<file path="config.mk">
export PLATFORM = sky130hd
export DESIGN_NAME = bgti_div
export DESIGN_NICKNAME = d
export VERILOG_FILES = /design/src/rtl/bgti_pkg.sv /design/src/rtl/bgti_div.sv
export SDC_FILE = /design/constraint.sdc
export NUM_CORES = 1
export LEC_CHECK = 0
export ABC_CLOCK_PERIOD_IN_PS = 4100
export BUFFER_PORTS_ARGS = -buffer_cell sky130_fd_sc_hd__buf_2
export CAP_MARGIN = 20
export CORE_ASPECT_RATIO = 1.2
export CORE_MARGIN = 5
export CORE_UTILIZATION = 55
export CTS_CLUSTER_DIAMETER = 60
export DETAILED_ROUTE_END_ITERATION = 10
export PLACE_DENSITY = 0.88
export SYNTH_ARGS = -nofsm -noshare
export SYNTH_HDL_FRONTEND = slang
export SYNTH_SLANG_ARGS = --single-unit
</file>
<file path="constraint.sdc">
create_clock -name clk_i -period 4.1 [get_ports clk_i]
set_input_delay 0.205 -clock clk_i [delete_from_list [all_inputs] [get_ports clk_i]]
set_output_delay 0.205 -clock clk_i [all_outputs]
set_load 0.02 [all_outputs]
</file>
<file path="src/rtl/bgti_pkg.sv">
// Shared types and constants of the bilinear grid table interpolator.
package bgti_pkg;

  localparam int DEF_MAX_ROWS = 32;
  localparam int DEF_MAX_COLS = 32;
  localparam int ACC_W        = 98;
  localparam int DVS_W        = 64;
  localparam int CNT_W        = 6;

  typedef enum logic [1:0] {
    ACT_QUERY = 2'd0,
    ACT_ROW   = 2'd1,
    ACT_COL   = 2'd2,
    ACT_GRID  = 2'd3
  } action_e;

  typedef enum logic {
    CFG_ROW_COUNT = 1'b0,
    CFG_COL_COUNT = 1'b1
  } cfg_idx_e;

  typedef enum logic [4:0] {
    ST_IDLE,
    ST_FIRST,
    ST_LAST,
    ST_CLAMP,
    ST_SCAN0,
    ST_SCAN,
    ST_G0,
    ST_G1,
    ST_G2,
    ST_G3,
    ST_G4,
    ST_DMAG,
    ST_DMAG2,
    ST_TERM,
    ST_DIV,
    ST_DIVW
  } state_e;

  typedef struct packed {
    logic [1:0]         action;
    logic [4:0]         row_index;
    logic [4:0]         col_index;
    logic signed [31:0] write_value;
    logic signed [31:0] query_x;
    logic signed [31:0] query_y;
  } in_t;

  typedef struct packed {
    logic signed [31:0] interp_value;
    logic               zero_cell;
  } out_t;

endpackage

</file>
<file path="src/rtl/bgti_div.sv">
// Restoring divider that produces one quotient bit per cycle.
module bgti_div #(
  parameter int NW = bgti_pkg::ACC_W,
  parameter int DW = bgti_pkg::DVS_W
) (
  input  logic          clk_i,
  input  logic          rst_ni,
  input  logic          start_i,
  input  logic [NW-1:0] dividend_i,
  input  logic [DW-1:0] divisor_i,
  output logic          done_o,
  output logic [NW-1:0] quotient_o
);

  localparam int CNW = $clog2(NW + 1);

  logic          busy_q;
  logic          done_q;
  logic [CNW-1:0] cnt_q;
  logic [NW-1:0] num_q;
  logic [DW-1:0] rem_q;
  logic [DW-1:0] dvs_q;
  logic [DW:0]   shifted;
  logic          fits;
  logic [DW:0]   diff;

  assign shifted = {rem_q, num_q[NW-1]};
  assign fits    = shifted >= {1'b0, dvs_q};
  assign diff    = shifted - {1'b0, dvs_q};

  always_ff @(posedge clk_i or negedge rst_ni) begin
    if (!rst_ni) begin
      busy_q <= 1'b0;
      done_q <= 1'b0;
      cnt_q  <= '0;
    end else begin
      done_q <= 1'b0;
      if (start_i) begin
        busy_q <= 1'b1;
        cnt_q  <= CNW'(NW);
      end else if (busy_q) begin
        cnt_q <= cnt_q - CNW'(1);
        if (cnt_q == CNW'(1)) begin
          busy_q <= 1'b0;
          done_q <= 1'b1;
        end
      end
    end
  end

  always_ff @(posedge clk_i) begin
    if (start_i) begin
      num_q <= dividend_i;
      rem_q <= '0;
      dvs_q <= divisor_i;
    end else if (busy_q) begin
      rem_q <= fits ? diff[DW-1:0] : shifted[DW-1:0];
      num_q <= {num_q[NW-2:0], fits};
    end
  end

  assign done_o     = done_q;
  assign quotient_o = num_q;

endmodule

</file>
### After elaboration in Yosys (flattened, before gate mapping)

Cells that the tools add are included.

| word-level totals | value |
|---|---|
| output and inout bits | 99 |
| register bits after elaboration | 235 |
| word-level logic and storage cells | 22 |
| bits of input ports | 165 |

| operators by class | value |
|---|---|
| eq/ne operators | 1 |
| order comparisons | 1 |
| $add $sub $neg | 2 |
| muxes and demuxes | 11 |
| reduce and logical (&&, ||, !) cells | 1 |

Operators with widths:

| cell | number |
|---|---|
| $mux 98 | 2 |
| $ge 65x64->1 | 1 |
| $mux 64 | 1 |
| $sub 64x64->64 | 1 |
| $mux 7 | 2 |
| $eq 7x1->1 const B | 1 |
| $sub 7x1->7 const B | 1 |
| $mux 1 | 6 |
| $reduce_bool 2->1 | 1 |

### Longest topological paths before layout

| depth | value |
|---|---|
| depth after elaboration | 4 |
| depth in mapped cells | 14 |
| mapped depth without buffers | 12 |

### Worst setup path after synthesis

OpenSTA, ideal clock, no wires.

| path | value |
|---|---|
| kind | reg-to-reg |
| from | register busy_q |
| to | register num_q[0] (netlist: quotient_o[0]), enable pin |
| path slack | 811 ps |
| arrival | 2838 ps |
| stages on the path, launching flop included | 5 |
| buffers on the path | 2 |
| library setup time | 451 ps |
| data required time | 3649 ps |
| clock period less this slack | 3289 ps |
| cells stage by stage | dfrtp_1 -> clkbuf_1 -> nor2_1 -> clkbuf_1 -> inv_1 |

| on the way | value |
|---|---|
| word-level cells in the longest chain between the ends | 1 |

Ends and longest elaborated chain:

| item | RTL line | text |
|---|---|---|
| start, declared | bgti_div.sv:17 | `logic busy_q;` |
| start signal, assigned | bgti_div.sv:33 | `busy_q <= 1'b0;` |
| start signal, assigned | bgti_div.sv:39 | `busy_q <= 1'b1;` |
| start signal, assigned | bgti_div.sv:44 | `busy_q <= 1'b0;` |
| $reduce_bool 2->1 (no line) | - |  |
| end signal, assigned | bgti_div.sv:53 | `num_q <= dividend_i;` |
| end signal, assigned | bgti_div.sv:58 | `num_q <= {num_q[NW-2:0], fits};` |
| end, declared | bgti_div.sv:20 | `logic [NW-1:0] num_q;` |

Every way passes these cells.
A chain may end at the register's enable or synchronous reset.

### Final worst setup path

| path | value |
|---|---|
| from | register dvs_q[27] |
| to | register rem_q[48] |

| on the way | value |
|---|---|
| word-level cells in the longest chain between the ends | 2 |
| elaborated cells on any way between the ends | 3 |
| those cells by class | add/sub (1); order compare (1); mux (1) |

Ends and longest elaborated chain:

| item | RTL line | text |
|---|---|---|
| start, declared | bgti_div.sv:22 | `logic [DW-1:0] dvs_q;` |
| start signal, assigned | bgti_div.sv:55 | `dvs_q <= divisor_i;` |
| $sub 64x64->64 or $ge 65x64->1 (tied branches) | bgti_div.sv:29, bgti_div.sv:28 |  |
| $mux 64 * | bgti_div.sv:57 | `rem_q <= fits ? diff[DW-1:0] : shifted[DW-1:0];` |
| end signal, assigned | bgti_div.sv:57 |  |
| end, declared | bgti_div.sv:21 | `logic [DW-1:0] rem_q;` |

Mark *: on every way between the ends. The rest lies on a longest branch, timed or not.

==> impl_summary.txt <==
----------------------------------------------------
[Worst setup path]
  Crit-path slowest cell ... sky130_fd_sc_hd__o31ai_4
  Critical path capture point type ... flop
  Critical path, cell by cell ... inv_1 > ha_1 > nand2_1 > o21ai_1 > o21ai_1 > a221o_1 > a31o_1 > a31o_2 > o31ai_4 > buf_4 > nand4_1 > a311oi_1
  Critical path fanouts, max ... 18
  Crit-path most repeated cell ... sky130_fd_sc_hd__o21ai_1
  Data arrival time of the critical path ... 4250 ps
  Critical setup path kind ... flop to flop
  Max incr delay on CP ... about 600 ps
  Top Family by Delay on Critical Path ... compound AO/OA/AOI/OAI gates
  Startpoint Class ... flop
  Endpoint required time on the critical path ... around 4600 ps
  Buffers & Inverters on Critical Path ... 2

[CTS]
  Sinks on Clock Net ... around 240
  # H-tree levels ... 1
  Worst-skew pair later-pin latency ... about 550 ps
  Buffer depth of the longest clock path ... 3
  Clock transition at the registers of the reported paths ... approximately 60 ps
  Clock tree from TritonCTS ... done
  Num CTS Buffers ... 27
  Root buf cell ... sky130_fd_sc_hd__clkbuf_16
  Quantity of gates resized following cts ... 0

[Global routing]
  Maximum number of pins on one net before global-route repair ... 101
  Vias in the first global route ... about 13000
  Global-route wire length before repair ... roughly 70 mm
  Initial antenna violation count ... 2
  Overall overflow remaining after global route ... 0
  Overall routing resource usage ... between 30% and 40%

[STA]
  Crit path time final ... between 3000 and 4000 ps
  Total Negative Setup Slacks ... 0 ps
  RSZ-0062 raised after global routing ... no
  Max Slew Vio Count ... 0
  Clock Skews ... approximately 9.5 ps
  Tightest Pin Transition ... a little over 1000 ps
  Final critical-path share of the clock period ... between 90 and 100%
  Worst hold slack ... approximately 35 ps
  Setup violations, final ... 0
  Slew headroom ... a little under a third
  Peak Freq ... ~0.26 GHz
  Hold violation count in the final report ... 0

[Yosys]
  Synth Area per Inst ... around 10 µm²
  Synthesized netlist net count ... between 1500 and 2000
  Number of enable-type register cells in the synthesized netlist ... between 150 and 200
  Yosys cell types ... between 60 and 70
  XOR/XNOR share of the synthesized area ... around 3%
  Top-count cell post-synth ... sky130_fd_sc_hd__edfxtp_1
  Basic-gate share of the synthesized area counting and, or, nand and nor cells ... ~14%
  Post-Synthesis Cells ... between 1000 and 1500
  Count of warnings emitted by yosys ... 0
  Multiplexer share of the synthesized area ... around 9%
  Cell types with the highest counts after synthesis ... sky130_fd_sc_hd__edfxtp_1 (162), sky130_fd_sc_hd__nand2_1 (156), sky130_fd_sc_hd__nor2_1 (103)
  Fraction of the mapped netlist area in compound gates ... between 10% and 20%
  Share of the synthesized area in the top cell type ... between 30% and 40%
  Proportion of register bits with asynchronous set or reset after synthesis ... roughly 3.8%
  Number of synthesized register bits ... between 200 and 250
  Adder-Cell Fraction of Synth Area ... 6.19%
  Cell type with the largest total area after synthesis ... sky130_fd_sc_hd__edfxtp_1
  Sequential area share after synthesis ... 46.6%
  Dominant combinational cell family by area after synthesis ... compound AO/OA/AOI/OAI gates
  Cell types with the largest area share after synthesis ... sky130_fd_sc_hd__edfxtp_1 (36%), sky130_fd_sc_hd__dfxtp_1 (9.4%), sky130_fd_sc_hd__mux2_2 (8.2%)
  Mapped cell area ... between 10000 and 15000 µm²
  Top FF cell, synth ... sky130_fd_sc_hd__edfxtp_1

[Final layout]
  Area growth, synth to finish ... 30.3%
  Final Instance Area ... 17800 µm²
  Ratio of cells with drive above 1 in the final layout ... around 24%
  Area taken by multi-input logic gates ... 6720 µm²
  Final Non-Filler Cells ... 2113
  Final-layout fill cell count ... approximately 1700
  FF+latch area ... 6370 µm²
  Net count, final ... about 2000

[Floorplanning]
  Die width ... between 150 and 200 µm
  Die ar. ... 28100 µm²
  Core Box Area ... around 25000 µm²
  Standard-cell row count ... between 60 and 70
  Effective utilization at floorplan ... between 50 and 60%
  Die extent in y ... about 180 µm
  Ports ... 264

[Placement]
  Input/output buffers ... around 260
  Placer's final routability congestion estimate ... 1.02
  Number of instances in the placed design ... 1899
  Detail Placement HPWL ... between 30 and 40 mm
  Post-place instance area ... 15300 µm²

[Detailed routing]
  Iteration-0 DRC Markers ... between 1000 and 1500
  Total wire length after detailed routing ... approximately 46 mm
  Detailed Routing Iterations Pass 1 ... 6
  Detailed-route via count ... roughly 13000
  Post-DRT Antenna Nets ... 0
  Drt via density ... 6.15
  Drt wl/cell ... approximately 22 µm
  Count of unresolved DRC violations after routing ... 0

[Pwr]
  Clock Power Share ... approximately 25%
  Internal Power ... slightly above 6 mW
  Net switching power ... just over 4 mW
  Combinational share of power ... 43.1%
  Design Power ... 10.2 mW
  P per Cell Area ... around 570 nW/µm²
  Sw Ratio ... 39.7%
  Share of total power in sequential cells ... ~32%
  Leakage power ... 7.68 nW
  Highest ir drop seen on vdd ... 0.000417 V

[Worst hold path]
  Path type of the worst min-delay path ... input pin to flop

[Outcome]
  Status ... completed

[Job]
  Number of maximum-capacitance violations ... 0

----------------------------------------------------
==> stage by stage <==
step / setup WS [ps] / utilization (%)
after floorplan: 811 / -
after global placement: 349 / 62.0
after detailed placement: 136 / 62.0
after CTS: 152 / 72.4
after global routing: 18.0 / 72.4
final: 301 / 72.4
==> layout make-up <==
cell class,count,share of cell area [%]
diodes,1,0.0141
inverters,80,1.70
repair buffers,443,17.4
clock buffers,27,3.79
clock inverters,23,1.35
well taps,325,2.28
multi-input cells,979,37.7
flip-flops and latches,235,35.8
==> sequential cells by signal, indices dropped and copies added, names as in the netlist <==
signal	count
cnt_q	7
quotient_o	98
done_o	1
rem_q	64
busy_q	1
dvs_q	64
==> cell families (layout without fill, tap and decap cells) <==
group / count (synthesis) / in the layout
XOR/XNOR: 48 / 48
flip-flops: 235 / 235
other: 0 / 1
AND/OR/NAND/NOR: 425 / 425
multiplexers: 111 / 111
adder cells (fa/ha/maj): 67 / 67
AO/OA/AOI/OAI: 327 / 328
buffers and inverters: 151 / 573
==> power groups by stage <==
stage	registers, mW	clock network, mW	logic, mW
2_1_floorplan	3.37	0	2.95
3_5_place_dp	3.33	0	4.11
6_report	3.31	2.51	4.42
3_3_place_gp	3.31	0	4.01
5_1_grt	3.35	2.63	4.79
4_1_cts	3.28	2.54	4.27
==> placed cells by master (no fill, tap or decap), types with 7 or more instances in the layout <==
master,count
sky130_fd_sc_hd__inv_1,78
sky130_fd_sc_hd__dfrtp_1,8
sky130_fd_sc_hd__o21ai_0,51
sky130_fd_sc_hd__o211ai_1,9
sky130_fd_sc_hd__xor2_1,17
sky130_fd_sc_hd__nand4_1,27
sky130_fd_sc_hd__or3_1,7
sky130_fd_sc_hd__clkinv_1,7
sky130_fd_sc_hd__buf_2,262
sky130_fd_sc_hd__nand2_1,156
sky130_fd_sc_hd__and3_1,20
sky130_fd_sc_hd__dfxtp_1,64
sky130_fd_sc_hd__a311oi_1,42
sky130_fd_sc_hd__a21oi_1,84
sky130_fd_sc_hd__ha_1,66
sky130_fd_sc_hd__a221oi_1,7
sky130_fd_sc_hd__a211oi_1,9
sky130_fd_sc_hd__mux2i_1,12
sky130_fd_sc_hd__o21bai_1,11
sky130_fd_sc_hd__mux2_2,99
sky130_fd_sc_hd__xnor2_1,31
sky130_fd_sc_hd__nor2_1,103
sky130_fd_sc_hd__edfxtp_1,162
sky130_fd_sc_hd__a31oi_1,8
sky130_fd_sc_hd__nor3_1,25
sky130_fd_sc_hd__and2_1,9
sky130_fd_sc_hd__buf_4,17
sky130_fd_sc_hd__a21o_1,32
sky130_fd_sc_hd__o31ai_1,10
sky130_fd_sc_hd__clkbuf_16,27
sky130_fd_sc_hd__nor4_1,15
sky130_fd_sc_hd__nand3_1,35
sky130_fd_sc_hd__dlygate4sd3_1,162
sky130_fd_sc_hd__o21a_1,16
==> what timing repair did <==
action,in CTS,in global routing
hold buffers,162,0
endpoints found under the setup margin,0,38
hold endpoints to repair,170,0
setup buffers,0,0
==> per-layer routing <==
layer | wire length, µm | vias to the layer above | track usage, %
met5 | 13 | - | 0
met4 | 2680 | 2 | 15.4
met3 | 4910 | 163 | 7.28
met2 | 22100 | 841 | 53.9
met1 | 16200 | 6080 | 36.9
li1 | - | 5899 | -
==> worst paths after layout <==
kind                       cells after the start           start        endpoint  slack, ps
max                                           12       dvs_q[27]       rem_q[48]        300
min                                            2  dividend_i[46]  quotient_o[46]         30
max reg2reg                                   12       dvs_q[27]       rem_q[48]        300
min reg2reg                                    2       rem_q[56]       rem_q[56]        490
max in group asynchronous                      2          rst_ni          busy_q       3800
min in group asynchronous                      2          rst_ni        cnt_q[1]        100
(Power assumes the default switching activity.)
